File: src/hw/rtl/ntab_pkg.sv
// Shared widths, result codes and register indexes of the neighbor table.
`default_nettype none
package ntab_pkg;

	localparam int ID_W      = 64;
	localparam int WORD_W    = 32;
	localparam int TIMEOUT_W = 16;
	localparam int OUTCOME_W = 3;
	localparam int SLOT_W    = 4;
	localparam int COUNT_W   = 5;
	localparam int CFG_IDX_W = 2;
	localparam int CFG_DAT_W = 64;

	localparam logic [OUTCOME_W-1:0] OUT_REFRESHED = 3'd0;
	localparam logic [OUTCOME_W-1:0] OUT_INSERTED  = 3'd1;
	localparam logic [OUTCOME_W-1:0] OUT_FULL      = 3'd2;
	localparam logic [OUTCOME_W-1:0] OUT_OWN       = 3'd3;
	localparam logic [OUTCOME_W-1:0] OUT_TICK      = 3'd4;

	localparam logic [CFG_IDX_W-1:0] CFG_OWN_ID_HIGH = 2'd0;
	localparam logic [CFG_IDX_W-1:0] CFG_OWN_ID_LOW  = 2'd1;
	localparam logic [CFG_IDX_W-1:0] CFG_TIMEOUT     = 2'd2;

	localparam logic [TIMEOUT_W-1:0] TIMEOUT_RESET = 16'd5000;

endpackage
`default_nettype wire

File: src/hw/rtl/ntab_if.sv
// Request and response channels of the neighbor table.
`default_nettype none
interface ntab_req_if;
	logic                       valid;
	logic                       ready;
	logic                       req_type;
	logic [ntab_pkg::ID_W-1:0]  vehicle_id_high;
	logic [ntab_pkg::ID_W-1:0]  vehicle_id_low;
	logic [ntab_pkg::WORD_W-1:0] latitude_bits;
	logic [ntab_pkg::WORD_W-1:0] longitude_bits;
	logic [ntab_pkg::WORD_W-1:0] speed_bits;
	logic [ntab_pkg::WORD_W-1:0] now_ms;

	modport source (output valid, req_type, vehicle_id_high, vehicle_id_low, latitude_bits,
		longitude_bits, speed_bits, now_ms, input ready);
	modport sink (input valid, req_type, vehicle_id_high, vehicle_id_low, latitude_bits,
		longitude_bits, speed_bits, now_ms, output ready);
endinterface

interface ntab_rsp_if;
	logic                            valid;
	logic                            ready;
	logic [ntab_pkg::OUTCOME_W-1:0]  outcome;
	logic [ntab_pkg::SLOT_W-1:0]     slot;
	logic [ntab_pkg::COUNT_W-1:0]    entry_count;
	logic [ntab_pkg::COUNT_W-1:0]    removed_count;

	modport source (output valid, outcome, slot, entry_count, removed_count, input ready);
	modport sink (input valid, outcome, slot, entry_count, removed_count, output ready);
endinterface
`default_nettype wire

File: src/hw/rtl/neighbor_table_with_aging.sv
// Neighbor table with timeout aging: sequencer, table memory and result register.
// An own-id report skips the walk and goes straight to the final state; other reports
// and ticks walk the table through its single read port, one entry per cycle. A report
// stops at its matching entry; otherwise all entries held are read before the final state.
// Throughput: one item at a time; the next transfer is taken once the result is loaded.
// Reset clears entry count, handshake and config (timeout 5000); table contents are not cleared.
`default_nettype none
module neighbor_table_with_aging #(
	parameter int TABLE_DEPTH = 16
) (
	input  wire logic                               clk,
	input  wire logic                               arst_n,
	ntab_req_if.sink                                req,
	ntab_rsp_if.source                              rsp,
	input  wire logic                               cfg_we,
	input  wire logic [ntab_pkg::CFG_IDX_W-1:0]     cfg_idx,
	input  wire logic [ntab_pkg::CFG_DAT_W-1:0]     cfg_data
);

	localparam int IDX_W = (TABLE_DEPTH > 1) ? $clog2(TABLE_DEPTH) : 1;
	localparam int CNT_W = $clog2(TABLE_DEPTH + 1);

	typedef struct packed {
		logic [ntab_pkg::ID_W-1:0]   id_high;
		logic [ntab_pkg::ID_W-1:0]   id_low;
		logic [ntab_pkg::WORD_W-1:0] latitude;
		logic [ntab_pkg::WORD_W-1:0] longitude;
		logic [ntab_pkg::WORD_W-1:0] speed;
		logic [ntab_pkg::WORD_W-1:0] seen_ms;
	} entry_t;

	typedef enum logic [1:0] {
		ST_IDLE,
		ST_SCAN,
		ST_FIN
	} state_t;

	state_t state_q;

	// configuration
	logic [ntab_pkg::ID_W-1:0]      own_high_q;
	logic [ntab_pkg::ID_W-1:0]      own_low_q;
	logic [ntab_pkg::TIMEOUT_W-1:0] timeout_q;

	// table
	entry_t mem [TABLE_DEPTH];
	entry_t rd_data_q;
	logic [CNT_W-1:0] count_q;

	// current item and walk
	entry_t     item_q;
	logic       tick_q;
	logic [CNT_W-1:0] rd_idx_q;
	logic       cmp_v_s1;
	logic [CNT_W-1:0] cmp_idx_s1;
	logic [CNT_W-1:0] kept_q;
	logic [CNT_W-1:0] removed_q;
	logic [ntab_pkg::OUTCOME_W-1:0] res_outcome_q;
	logic [IDX_W-1:0] res_slot_q;

	// output register
	logic                              rsp_valid_q;
	logic [ntab_pkg::OUTCOME_W-1:0]    rsp_outcome_q;
	logic [ntab_pkg::SLOT_W-1:0]       rsp_slot_q;
	logic [ntab_pkg::COUNT_W-1:0]      rsp_count_q;
	logic [ntab_pkg::COUNT_W-1:0]      rsp_removed_q;

	logic       accept;
	logic       own_match;
	logic       scan;
	logic       issue;
	logic       id_eq;
	logic       stale;
	logic       hit;
	logic       drop;
	logic       keep;
	logic       done;
	logic       room;
	logic [ntab_pkg::WORD_W-1:0] age;
	logic       mem_we;
	logic [IDX_W-1:0] mem_waddr;
	entry_t     mem_wdata;
	entry_t     req_entry;

	assign req.ready = (state_q == ST_IDLE);
	assign accept    = req.valid && req.ready;

	assign req_entry = '{id_high: req.vehicle_id_high, id_low: req.vehicle_id_low,
		latitude: req.latitude_bits, longitude: req.longitude_bits,
		speed: req.speed_bits, seen_ms: req.now_ms};

	assign own_match = (req.vehicle_id_high == own_high_q) && (req.vehicle_id_low == own_low_q);

	always_comb begin
		scan  = (state_q == ST_SCAN);
		issue = scan && (rd_idx_q < count_q);
		id_eq = (rd_data_q.id_high == item_q.id_high) && (rd_data_q.id_low == item_q.id_low);
		age   = item_q.seen_ms - rd_data_q.seen_ms;
		stale = age > ntab_pkg::WORD_W'(timeout_q);
		hit   = scan && cmp_v_s1 && !tick_q && id_eq;
		drop  = scan && cmp_v_s1 && tick_q && stale;
		keep  = scan && cmp_v_s1 && tick_q && !stale;
		done  = scan && !cmp_v_s1 && (rd_idx_q == count_q);
		room  = count_q < CNT_W'(TABLE_DEPTH);

		mem_we    = 1'b0;
		mem_waddr = cmp_idx_s1[IDX_W-1:0];
		mem_wdata = item_q;
		if (hit) begin
			mem_we = 1'b1;
		end else if (keep && (kept_q != cmp_idx_s1)) begin
			// close the gap left by removed entries
			mem_we    = 1'b1;
			mem_waddr = kept_q[IDX_W-1:0];
			mem_wdata = rd_data_q;
		end else if (done && !tick_q && room) begin
			mem_we    = 1'b1;
			mem_waddr = count_q[IDX_W-1:0];
		end
	end

	always_ff @(posedge clk) begin
		if (mem_we) begin
			mem[mem_waddr] <= mem_wdata;
		end
		if (issue) begin
			rd_data_q <= mem[rd_idx_q[IDX_W-1:0]];
		end
	end

	always_ff @(posedge clk or negedge arst_n) begin
		if (!arst_n) begin
			own_high_q <= '0;
			own_low_q  <= '0;
			timeout_q  <= ntab_pkg::TIMEOUT_RESET;
		end else if (cfg_we) begin
			case (cfg_idx)
				ntab_pkg::CFG_OWN_ID_HIGH: own_high_q <= cfg_data;
				ntab_pkg::CFG_OWN_ID_LOW:  own_low_q  <= cfg_data;
				ntab_pkg::CFG_TIMEOUT:     timeout_q  <= cfg_data[ntab_pkg::TIMEOUT_W-1:0];
				default: ;
			endcase
		end
	end

	always_ff @(posedge clk or negedge arst_n) begin
		if (!arst_n) begin
			state_q       <= ST_IDLE;
			count_q       <= '0;
			cmp_v_s1      <= 1'b0;
			rd_idx_q      <= '0;
			rsp_valid_q   <= 1'b0;
			tick_q        <= 1'b0;
			kept_q        <= '0;
			removed_q     <= '0;
			res_outcome_q <= ntab_pkg::OUT_TICK;
			res_slot_q    <= '0;
		end else begin
			// the final state loads the result register itself
			if (rsp.ready && (state_q != ST_FIN)) begin
				rsp_valid_q <= 1'b0;
			end
			case (state_q)
				ST_IDLE: begin
					if (accept) begin
						item_q     <= req_entry;
						tick_q     <= req.req_type;
						rd_idx_q   <= '0;
						cmp_v_s1   <= 1'b0;
						kept_q     <= '0;
						removed_q  <= '0;
						res_slot_q <= '0;
						if (!req.req_type && own_match) begin
							res_outcome_q <= ntab_pkg::OUT_OWN;
							state_q       <= ST_FIN;
						end else begin
							state_q <= ST_SCAN;
						end
					end
				end
				ST_SCAN: begin
					cmp_v_s1   <= issue;
					cmp_idx_s1 <= rd_idx_q;
					if (issue) begin
						rd_idx_q <= rd_idx_q + 1'b1;
					end
					if (drop) begin
						removed_q <= removed_q + 1'b1;
					end
					if (keep) begin
						kept_q <= kept_q + 1'b1;
					end
					if (hit) begin
						res_outcome_q <= ntab_pkg::OUT_REFRESHED;
						res_slot_q    <= cmp_idx_s1[IDX_W-1:0];
						state_q       <= ST_FIN;
					end else if (done) begin
						state_q <= ST_FIN;
						if (tick_q) begin
							res_outcome_q <= ntab_pkg::OUT_TICK;
							count_q       <= kept_q;
						end else if (room) begin
							res_outcome_q <= ntab_pkg::OUT_INSERTED;
							res_slot_q    <= count_q[IDX_W-1:0];
							count_q       <= count_q + 1'b1;
						end else begin
							res_outcome_q <= ntab_pkg::OUT_FULL;
						end
					end
				end
				ST_FIN: begin
					if (!rsp_valid_q || rsp.ready) begin
						rsp_valid_q   <= 1'b1;
						rsp_outcome_q <= res_outcome_q;
						rsp_slot_q    <= ntab_pkg::SLOT_W'(res_slot_q);
						rsp_count_q   <= ntab_pkg::COUNT_W'(count_q);
						rsp_removed_q <= ntab_pkg::COUNT_W'(removed_q);
						state_q       <= ST_IDLE;
					end
				end
				default: state_q <= ST_IDLE;
			endcase
		end
	end

	assign rsp.valid         = rsp_valid_q;
	assign rsp.outcome       = rsp_outcome_q;
	assign rsp.slot          = rsp_slot_q;
	assign rsp.entry_count   = rsp_count_q;
	assign rsp.removed_count = rsp_removed_q;

endmodule
`default_nettype wire

File: src/flat_wrapper.sv
// flat-port wrapper written by rule: the top's interface ports become plain ports
module neighbor_table_with_aging_flat 
#(
	parameter int TABLE_DEPTH = 16
)
  (clk, arst_n, cfg_we, cfg_idx, cfg_data, req_valid, req_req_type, req_vehicle_id_high, req_vehicle_id_low, req_latitude_bits, req_longitude_bits, req_speed_bits, req_now_ms, req_ready, rsp_valid, rsp_outcome, rsp_slot, rsp_entry_count, rsp_removed_count, rsp_ready);
  ntab_req_if req_i ();
  ntab_rsp_if rsp_i ();
  input  wire logic clk;
  input  wire logic arst_n;
  input  wire logic cfg_we;
  input  wire logic [ntab_pkg::CFG_IDX_W-1:0] cfg_idx;
  input  wire logic [ntab_pkg::CFG_DAT_W-1:0] cfg_data;
  input wire logic [$bits(req_i.valid)-1:0] req_valid;
  input wire logic [$bits(req_i.req_type)-1:0] req_req_type;
  input wire logic [$bits(req_i.vehicle_id_high)-1:0] req_vehicle_id_high;
  input wire logic [$bits(req_i.vehicle_id_low)-1:0] req_vehicle_id_low;
  input wire logic [$bits(req_i.latitude_bits)-1:0] req_latitude_bits;
  input wire logic [$bits(req_i.longitude_bits)-1:0] req_longitude_bits;
  input wire logic [$bits(req_i.speed_bits)-1:0] req_speed_bits;
  input wire logic [$bits(req_i.now_ms)-1:0] req_now_ms;
  output wire logic [$bits(req_i.ready)-1:0] req_ready;
  output wire logic [$bits(rsp_i.valid)-1:0] rsp_valid;
  output wire logic [$bits(rsp_i.outcome)-1:0] rsp_outcome;
  output wire logic [$bits(rsp_i.slot)-1:0] rsp_slot;
  output wire logic [$bits(rsp_i.entry_count)-1:0] rsp_entry_count;
  output wire logic [$bits(rsp_i.removed_count)-1:0] rsp_removed_count;
  input wire logic [$bits(rsp_i.ready)-1:0] rsp_ready;
  assign req_i.valid = req_valid;
  assign req_i.req_type = req_req_type;
  assign req_i.vehicle_id_high = req_vehicle_id_high;
  assign req_i.vehicle_id_low = req_vehicle_id_low;
  assign req_i.latitude_bits = req_latitude_bits;
  assign req_i.longitude_bits = req_longitude_bits;
  assign req_i.speed_bits = req_speed_bits;
  assign req_i.now_ms = req_now_ms;
  assign req_ready = req_i.ready;
  assign rsp_valid = rsp_i.valid;
  assign rsp_outcome = rsp_i.outcome;
  assign rsp_slot = rsp_i.slot;
  assign rsp_entry_count = rsp_i.entry_count;
  assign rsp_removed_count = rsp_i.removed_count;
  assign rsp_i.ready = rsp_ready;
  neighbor_table_with_aging #(.TABLE_DEPTH(TABLE_DEPTH)) u_core (.clk(clk), .arst_n(arst_n), .req(req_i), .rsp(rsp_i), .cfg_we(cfg_we), .cfg_idx(cfg_idx), .cfg_data(cfg_data));
endmodule
File: config.mk
export PLATFORM = sky130hd
export DESIGN_NAME = neighbor_table_with_aging_flat
export DESIGN_NICKNAME = d
export VERILOG_FILES = /design/src/hw/rtl/ntab_pkg.sv /design/src/hw/rtl/ntab_if.sv /design/src/hw/rtl/neighbor_table_with_aging.sv /design/src/flat_wrapper.sv
export SDC_FILE = /design/constraint.sdc
export NUM_CORES = 2
export LEC_CHECK = 0
export BUFFER_PORTS_ARGS = -buffer_cell sky130_fd_sc_hd__buf_4
export CAP_MARGIN = 20
export CORE_ASPECT_RATIO = 0.8
export CORE_UTILIZATION = 60
export CTS_CLUSTER_DIAMETER = 200
export DETAILED_ROUTE_END_ITERATION = 8
export MAX_ROUTING_LAYER = met4
export PLACE_DENSITY = 0.77
export SETUP_SLACK_MARGIN = 0.1
export SYNTH_ARGS = -nofsm -noshare
export SYNTH_HDL_FRONTEND = slang
export SYNTH_SLANG_ARGS = --single-unit
export TNS_END_PERCENT = 50
File: constraint.sdc
create_clock -name clk -period 32.9 [get_ports clk]
set_input_delay 6.58 -clock clk [delete_from_list [all_inputs] [get_ports clk]]
set_output_delay 6.58 -clock clk [all_outputs]
set_load 0.005 [all_outputs]
### After elaboration in Yosys (flattened, before gate mapping)

Memory sizes are Yosys's and may differ from the RTL's. A register that Yosys moved wholly into a read port is not among the register bits.
Cells that the tools add are included.

| cells by class | value |
|---|---|
| $add $sub $neg | 5 |
| multiply operators | 0 |
| divide/modulo/power cells | 0 |
| magnitude comparators | 3 |
| equality and inequality tests | 20 |
| shift-type cells | 0 |
| mux-type cells | 43 |
| bitwise gates (word level) | 1 |
| reductions and logical operators | 42 |

Operators with widths:

| kind | count |
|---|---|
| $mux W256 | 2 |
| $eq A64 B64 Y1 | 4 |
| $gt A32 B16 Y1 | 1 |
| $mux W4 | 8 |
| $sub A32 B32 Y32 | 1 |
| $mux W5 | 6 |
| $pmux W5 S2 | 3 |
| $add A5 B1 Y5 const B | 4 |
| $reduce_and A3 Y1 | 6 |
| $logic_and A1 B1 Y1 | 17 |
| $mux W3 | 5 |
| $mux W2 | 6 |
| $ne A2 B2 Y1 const B | 6 |
| $reduce_and A2 Y1 | 6 |
| $mux W1 | 9 |
| $ne A3 B3 Y1 const B | 3 |
| $pmux W4 S2 | 1 |
| $reduce_and A4 Y1 | 2 |
| $pmux W2 S3 | 1 |
| $pmux W3 S2 | 1 |
| $eq A5 B5 Y1 | 1 |
| $logic_not A1 Y1 | 5 |
| $lt A5 B5 Y1 | 1 |
| $lt A5 B5 Y1 const B | 1 |
| other kinds (10) | 14 |

| word-level totals | value |
|---|---|
| flip-flop bits (word level) | 454 |
| latch bits | 0 |
| bits in writable memories | 4096 |
| bits in read-only memories | 0 |
| output and inout port bits | 19 |
| word-level logic and storage cells | 139 |
| memories | 1 |

Memories:

| name | depth | width | read ports | clocked after memory_dff | wr ports | line | RTL |
|---|---|---|---|---|---|---|---|
| u_core.mem | 16 | 256 | 1 | 1 | 1 | neighbor_table_with_aging.sv:46 | `entry_t mem [TABLE_DEPTH];` |

### Logic depth before layout (Yosys ltp)

| logic depth | value |
|---|---|
| depth in word-level cells | 10 |
| depth in mapped cells | 25 |

### Least setup slack after synthesis

OpenSTA, ideal clock, no wires.

| timing | value |
|---|---|
| path type | register -> register |
| start point | reg u_core.rd_idx_q[0] |
| end point | reg u_core.rd_idx_q[1] |
| library setup time | 0.613 ns |
| data arrival time | 13.469 ns |
| data required time | 32.287 ns |
| path slack | 18.819 ns |
| stages on the path, launching flop included | 11 |
| buffers on the path | 3 |
| clock period less this slack | 14.081 ns |
| cells stage by stage | dfrtp_1 clkbuf_1 clkbuf_1 buf_1 inv_1 ha_1 inv_1 a21oi_1 o22ai_1 nor3_1 o21ai_0 |

| on the way | value |
|---|---|
| cells in the longest elaborated chain, start to end | 4 |
| elaborated cells on any way between the ends | 7 |
| classes of those cells | 1 x add/sub; 1 x order compare; 1 x eq/ne; 2 x mux; 2 x reduce/logical |

RTL lines:

| item | line | RTL |
|---|---|---|
| start, declared | neighbor_table_with_aging.sv:53 | `logic [CNT_W-1:0] rd_idx_q;` |
| start signal, assigned | neighbor_table_with_aging.sv:185 | `rd_idx_q <= rd_idx_q + 1'b1;` |
| $lt A5 B5 Y1 | neighbor_table_with_aging.sv:96 | `issue = scan && (rd_idx_q < count_q);` |
| $logic_and A1 B1 Y1 | neighbor_table_with_aging.sv:96 |  |
| via u_core.issue | neighbor_table_with_aging.sv:71 | `logic issue;` |
| $ne A2 B2 Y1 (no line) | -- |  |
| $reduce_and A3 Y1 (no line) | -- |  |

The timed path passes the listed nets, and every way through them passes these cells. The select of a mux whose other input is x is not followed.
A chain may end at the register's enable or synchronous reset.

### Worst setup path after layout

| timing | value |
|---|---|
| start point | reg u_core.rd_data_q[2] (netlist name) |
| end point | mem u_core.mem[4][136] (netlist bit), enable pin |

| on the way | value |
|---|---|
| cells in the longest elaborated chain, start to end | 9 |
| elaborated cells on any way between the ends | 11 |
| classes of those cells | 1 x add/sub; 1 x order compare; 6 x mux; 3 x reduce/logical |

RTL lines:

| item | line | RTL |
|---|---|---|
| $sub A32 B32 Y32 (*) | neighbor_table_with_aging.sv:98 | `age = item_q.seen_ms - rd_data_q.seen_ms;` |
| $gt A32 B16 Y1 (*) | neighbor_table_with_aging.sv:99 | `stale = age > ntab_pkg::WORD_W'(timeout_q);` |
| $logic_not A1 Y1 (*) | neighbor_table_with_aging.sv:102 | `keep = scan && cmp_v_s1 && tick_q && !stale;` |
| $logic_and A1 B1 Y1 (*) | neighbor_table_with_aging.sv:102 |  |
| $logic_and A1 B1 Y1 (*) | neighbor_table_with_aging.sv:111 | `end else if (keep && (kept_q != cmp_idx_s1)) begin` |
| $mux W1 | neighbor_table_with_aging.sv:111 |  |
| $mux W1 | neighbor_table_with_aging.sv:109 | `if (hit) begin` |
| $mux W1 | neighbor_table_with_aging.sv:123 | `if (mem_we) begin` |
| $mux W1 (implied by the code) | neighbor_table_with_aging.sv:124 | `mem[mem_waddr] <= mem_wdata;` |
| end, declared | neighbor_table_with_aging.sv:46 |  |

Mark *: on every way between the ends. The rest lies on a longest branch, timed or not.

==> impl_results.md <==
* Result of the run: completed
* Register cell area after layout at 91,570 um^2
* Portion of total power attributed to combinational logic at 0.021
* Largest stage delay, worst path at 890 ps
* Share of cells above drive strength 1 at 0.2828
* Count of nets after finishing at 6,540
* Antenna violations before repair at 15
* Maximum number of pins on one net before global-route repair at 127
* MaxCap Viol Count at 0
* Number of flops mapped to enable cells by yosys at 2,902
* Worst slew margin at 0.1836
* Number of rows created at floorplan at 146
* Worst setup skew after layout at 71.14 ps
* HP Start: u_core.res_outcome_q[0]
* Post-Syn Area at 120,200 um^2
* Portion of the clock cycle consumed by the worst path in the final layout at 0.3225
* Via count of the first global-routing pass at 62,380
* Number of cells on the worst hold path at 0
* Setup Buffers After CTS at 0
* DRT iter0 DRCs at 10,210
* Area growth, synth to finish at 12.51%
* Share of total power consumed by net switching at 0.2005
* PortBufs at 250
* Top post-synthesis cells by area: sky130_fd_sc_hd__edfxtp_1, sky130_fd_sc_hd__mux4_2, sky130_fd_sc_hd__dfrtp_1
* Antenna-violating nets left at 0
* Count of hold buffers inserted by post-cts repair at 0
* Cts bufs inserted at 300
* Root buffer cell: sky130_fd_sc_hd__clkbuf_16
* Nature of the critical path startpoint: register
* CP max stage cell: sky130_fd_sc_hd__buf_4
* Global-route wire length before repair at 466,000 um
* Clock network latency to the later pin of the worst-skew pair at 950 ps
* Min Tclk post-route at 10,610 ps
* Detailed Route WL at 334,300 um
* Leakage power of the design at 0.04447 uW
* Unrepaired setup endpoints after global routing: no
* Number of distinct library cell variants in the gate-level netlist after synthesis at 69
* Total core area at 198,600 um^2
* CTS clk-pin slew, worst paths at 60 ps
* Crit Path Max Fanout at 64
* WL/cell at 36.98 um
* Data arrival time of the critical path at 11,150 ps
* Yosys synthesis warning count at 0
* Fill cells at 11,810
* Initial cell density of the core at 0.6054
* Setup slack, reg-to-reg at 22,290 ps
* Share of power burned in the clock network at 0.425
* Most common cell after layout, fill and taps aside: sky130_fd_sc_hd__edfxtp_1
* Number of top-level pins at 347
* Post-Syn Nets at 6,053
* Routability congestion estimate at 0.9664
* Most area-hungry cell type in the Yosys netlist: sky130_fd_sc_hd__edfxtp_1
* Critical R2R Launch: u_core.rd_data_q[2]
* Via density per instance at 6.935
* Level count of the clock H-tree at 5
* HPWL after detailed placement at 186,600 um
* Quantity of gates resized following cts at 0
* Peak supply drop at 0.04652 mV
* Initial DRT Pass Iterations at 6
* Async set or reset register ratio after synthesis at 0.05718
* Worst EP required at 33,440 ps
* Critical Path Sink Type: register
* Final hold slack at 490.8 ps
* Y dimension of the die at 402.4 um
* Number of vias after detailed routing at 62,690
* Sinks on the clock net at 3,078
* Number of standard cells after synthesis at 5,668
* Worst reg2reg path depth at 27
* Switching power at 1550 uW
* Endpoints failing hold at 0
* Worst hold path type: register to register
* F_max at 94.25 MHz
* Most used flip-flop cell after synthesis: sky130_fd_sc_hd__edfxtp_1
* Count of endpoints failing setup in the final report at 0
* Hold worst-path end: u_core.rsp.outcome[0]
* Worst Tran Pin Value at 1225 ps
* Proportion of power drawn by flip-flops and latches at 0.554
* Top cell type's share of synthesized area at 0.7249
* Critical Setup Path Class: register to register
* Final-report max-slew violation count at 0
* Most frequent cells in the layout: sky130_fd_sc_hd__edfxtp_1, sky130_fd_sc_hd__mux4_2, sky130_fd_sc_hd__buf_4
* TritonCTS clock tree: done
* Post-Route Setup TNS at 0 ps
* Grt ovf at 0
* Horizontal extent of the die at 502.5 um
* Area used by multi-input combinational logic at 27,280 um^2
* Top cell by count, worst path: sky130_fd_sc_hd__buf_4
* Average cell area after synthesis at 21.21 um^2
* Max Buffers Root-to-Sink at 4
* Power per unit of standard cell area at 57.15 nW/um^2
* Die Outline Area at 202,200 um^2
* DRC violations left at 0
* Post-synthesis sequential area ratio at 0.7615
* Capture instance of the worst register-to-register path: u_core.mem[4][136]
* Synthesis-stage register bit count at 3,078
* Overall routing resource usage at 0.3440
* Int Pwr at 6180 uW
==> cell families (layout without fill, tap and decap cells) <==
kind of cell	Yosys count	count (layout)	share of synthesized area
AO/OA/AOI/OAI	362	362	0.01927
other	0	14	0
flip-flops	3078	3078	0.7615
adder cells (fa/ha/maj)	57	57	0.005995
buffers and inverters	412	1106	0.01309
multiplexers	940	940	0.1629
AND/OR/NAND/NOR	627	627	0.02319
XOR/XNOR	192	192	0.01399
==> cell type report <==
type	count	area share
antenna	14	0.0002590
clock buffer	372	0.05880
clock inverter	137	0.008334
inverter	169	0.004690
multi-input combinational	2178	0.2017
sequential	3078	0.6770
tap	2664	0.02464
timing repair buffer	428	0.02458
==> worst max-delay path, delay by kind of cell (launching register included) <==
family | cells | cell delay [ps]
AO/OA/AOI/OAI | 12 | 2590
XOR/XNOR | 1 | 180
adder cells (fa/ha/maj) | 2 | 620
buffers and inverters | 5 | 3470
flip-flops | 1 | 390
AND/OR/NAND/NOR | 7 | 2730
==> how the worst max path moves through the flow <==
stage / from / endpoint
finish: u_core.rd_data_q[2] / u_core.mem[4][136]
global route: u_core.rd_data_q[2] / u_core.mem[4][161]
CTS: u_core.rd_data_q[2] / u_core.mem[4][136]
detailed placement: req_vehicle_id_low[36] / u_core.res_outcome_q[1]
global placement: req_vehicle_id_low[36] / u_core.res_outcome_q[1]
floorplan: u_core.rd_idx_q[0] / u_core.rd_idx_q[1]
==> cell usage after synthesis, types with 19 or more instances <==
cell type / number
sky130_fd_sc_hd__xnor2_1: 58
sky130_fd_sc_hd__a221oi_1: 21
sky130_fd_sc_hd__buf_2: 22
sky130_fd_sc_hd__mux2_2: 134
sky130_fd_sc_hd__nand3_1: 20
sky130_fd_sc_hd__mux4_2: 800
sky130_fd_sc_hd__o21ai_0: 122
sky130_fd_sc_hd__nor2_1: 60
sky130_fd_sc_hd__clkbuf_1: 183
sky130_fd_sc_hd__ha_1: 56
sky130_fd_sc_hd__dfrtp_1: 170
sky130_fd_sc_hd__o22ai_1: 38
sky130_fd_sc_hd__nor4_1: 48
sky130_fd_sc_hd__a21oi_1: 59
sky130_fd_sc_hd__xor2_1: 134
sky130_fd_sc_hd__nand4_1: 38
sky130_fd_sc_hd__o2bb2ai_1: 29
sky130_fd_sc_hd__buf_1: 38
sky130_fd_sc_hd__nor3_1: 19
sky130_fd_sc_hd__edfxtp_1: 2902
sky130_fd_sc_hd__inv_1: 168
sky130_fd_sc_hd__nand2_1: 392
==> sequential cells by signal, summed over array words and instances (netlist names) <==
| name | cells |
|---|---|
| u_core.removed_q | 5 |
| u_core.tick_q | 1 |
| u_core.rsp.outcome | 3 |
| u_core.rsp.valid | 1 |
| u_core.mem | 2560 |
| u_core.rd_idx_q | 5 |
| u_core.own_low_q | 64 |
| u_core.cmp_idx_s1 | 5 |
| u_core.rsp.slot | 4 |
| u_core.item_q | 160 |
| u_core.res_slot_q | 4 |
| u_core.rsp.entry_count | 5 |
| u_core.own_high_q | 64 |
| u_core.rsp.removed_count | 5 |
| u_core.rd_data_q | 160 |
| u_core.state_q | 2 |
| u_core.count_q | 5 |
| u_core.timeout_q | 16 |
| u_core.cmp_v_s1 | 1 |
| u_core.res_outcome_q | 3 |
| u_core.kept_q | 5 |
==> per-layer routing <==
layer | global-route usage | part of all wire | vias to the layer above
met5 | - | 0 | -
met4 | 0.1570 | 0.053 | 0
met3 | 0.06949 | 0.12 | 839
met2 | 0.5175 | 0.48 | 4953
met1 | 0.4607 | 0.36 | 32630
li1 | - | - | 24270
==> per-stage QoR <==
stage / power, uW / cells / cell area [um^2] / utilization / setup slack [ps]
after floorplan: 4424 / 5668 / 120200 / - / 18820
after global placement: 4520 / 8505 / 126100 / 0.6349 / 22210
after detailed placement: 4523 / 8515 / 126100 / 0.6352 / 22190
after CTS: 7739 / 9024 / 135200 / 0.6809 / 22530
after global routing: 7883 / 9034 / 135200 / 0.6811 / 21900
final: 7730 / 9040 / 135300 / 0.6812 / 22290
==> power groups by stage <==
stage	logic, uW	clock network, uW	registers (uW)
after global routing	164	3430	4290
after CTS	158	3300	4280
final	161	3280	4290
after floorplan	68.6	0	4360
after global placement	154	0	4370
after detailed placement	156	0	4370
No activity file was read; power rests on OpenSTA's default activity.
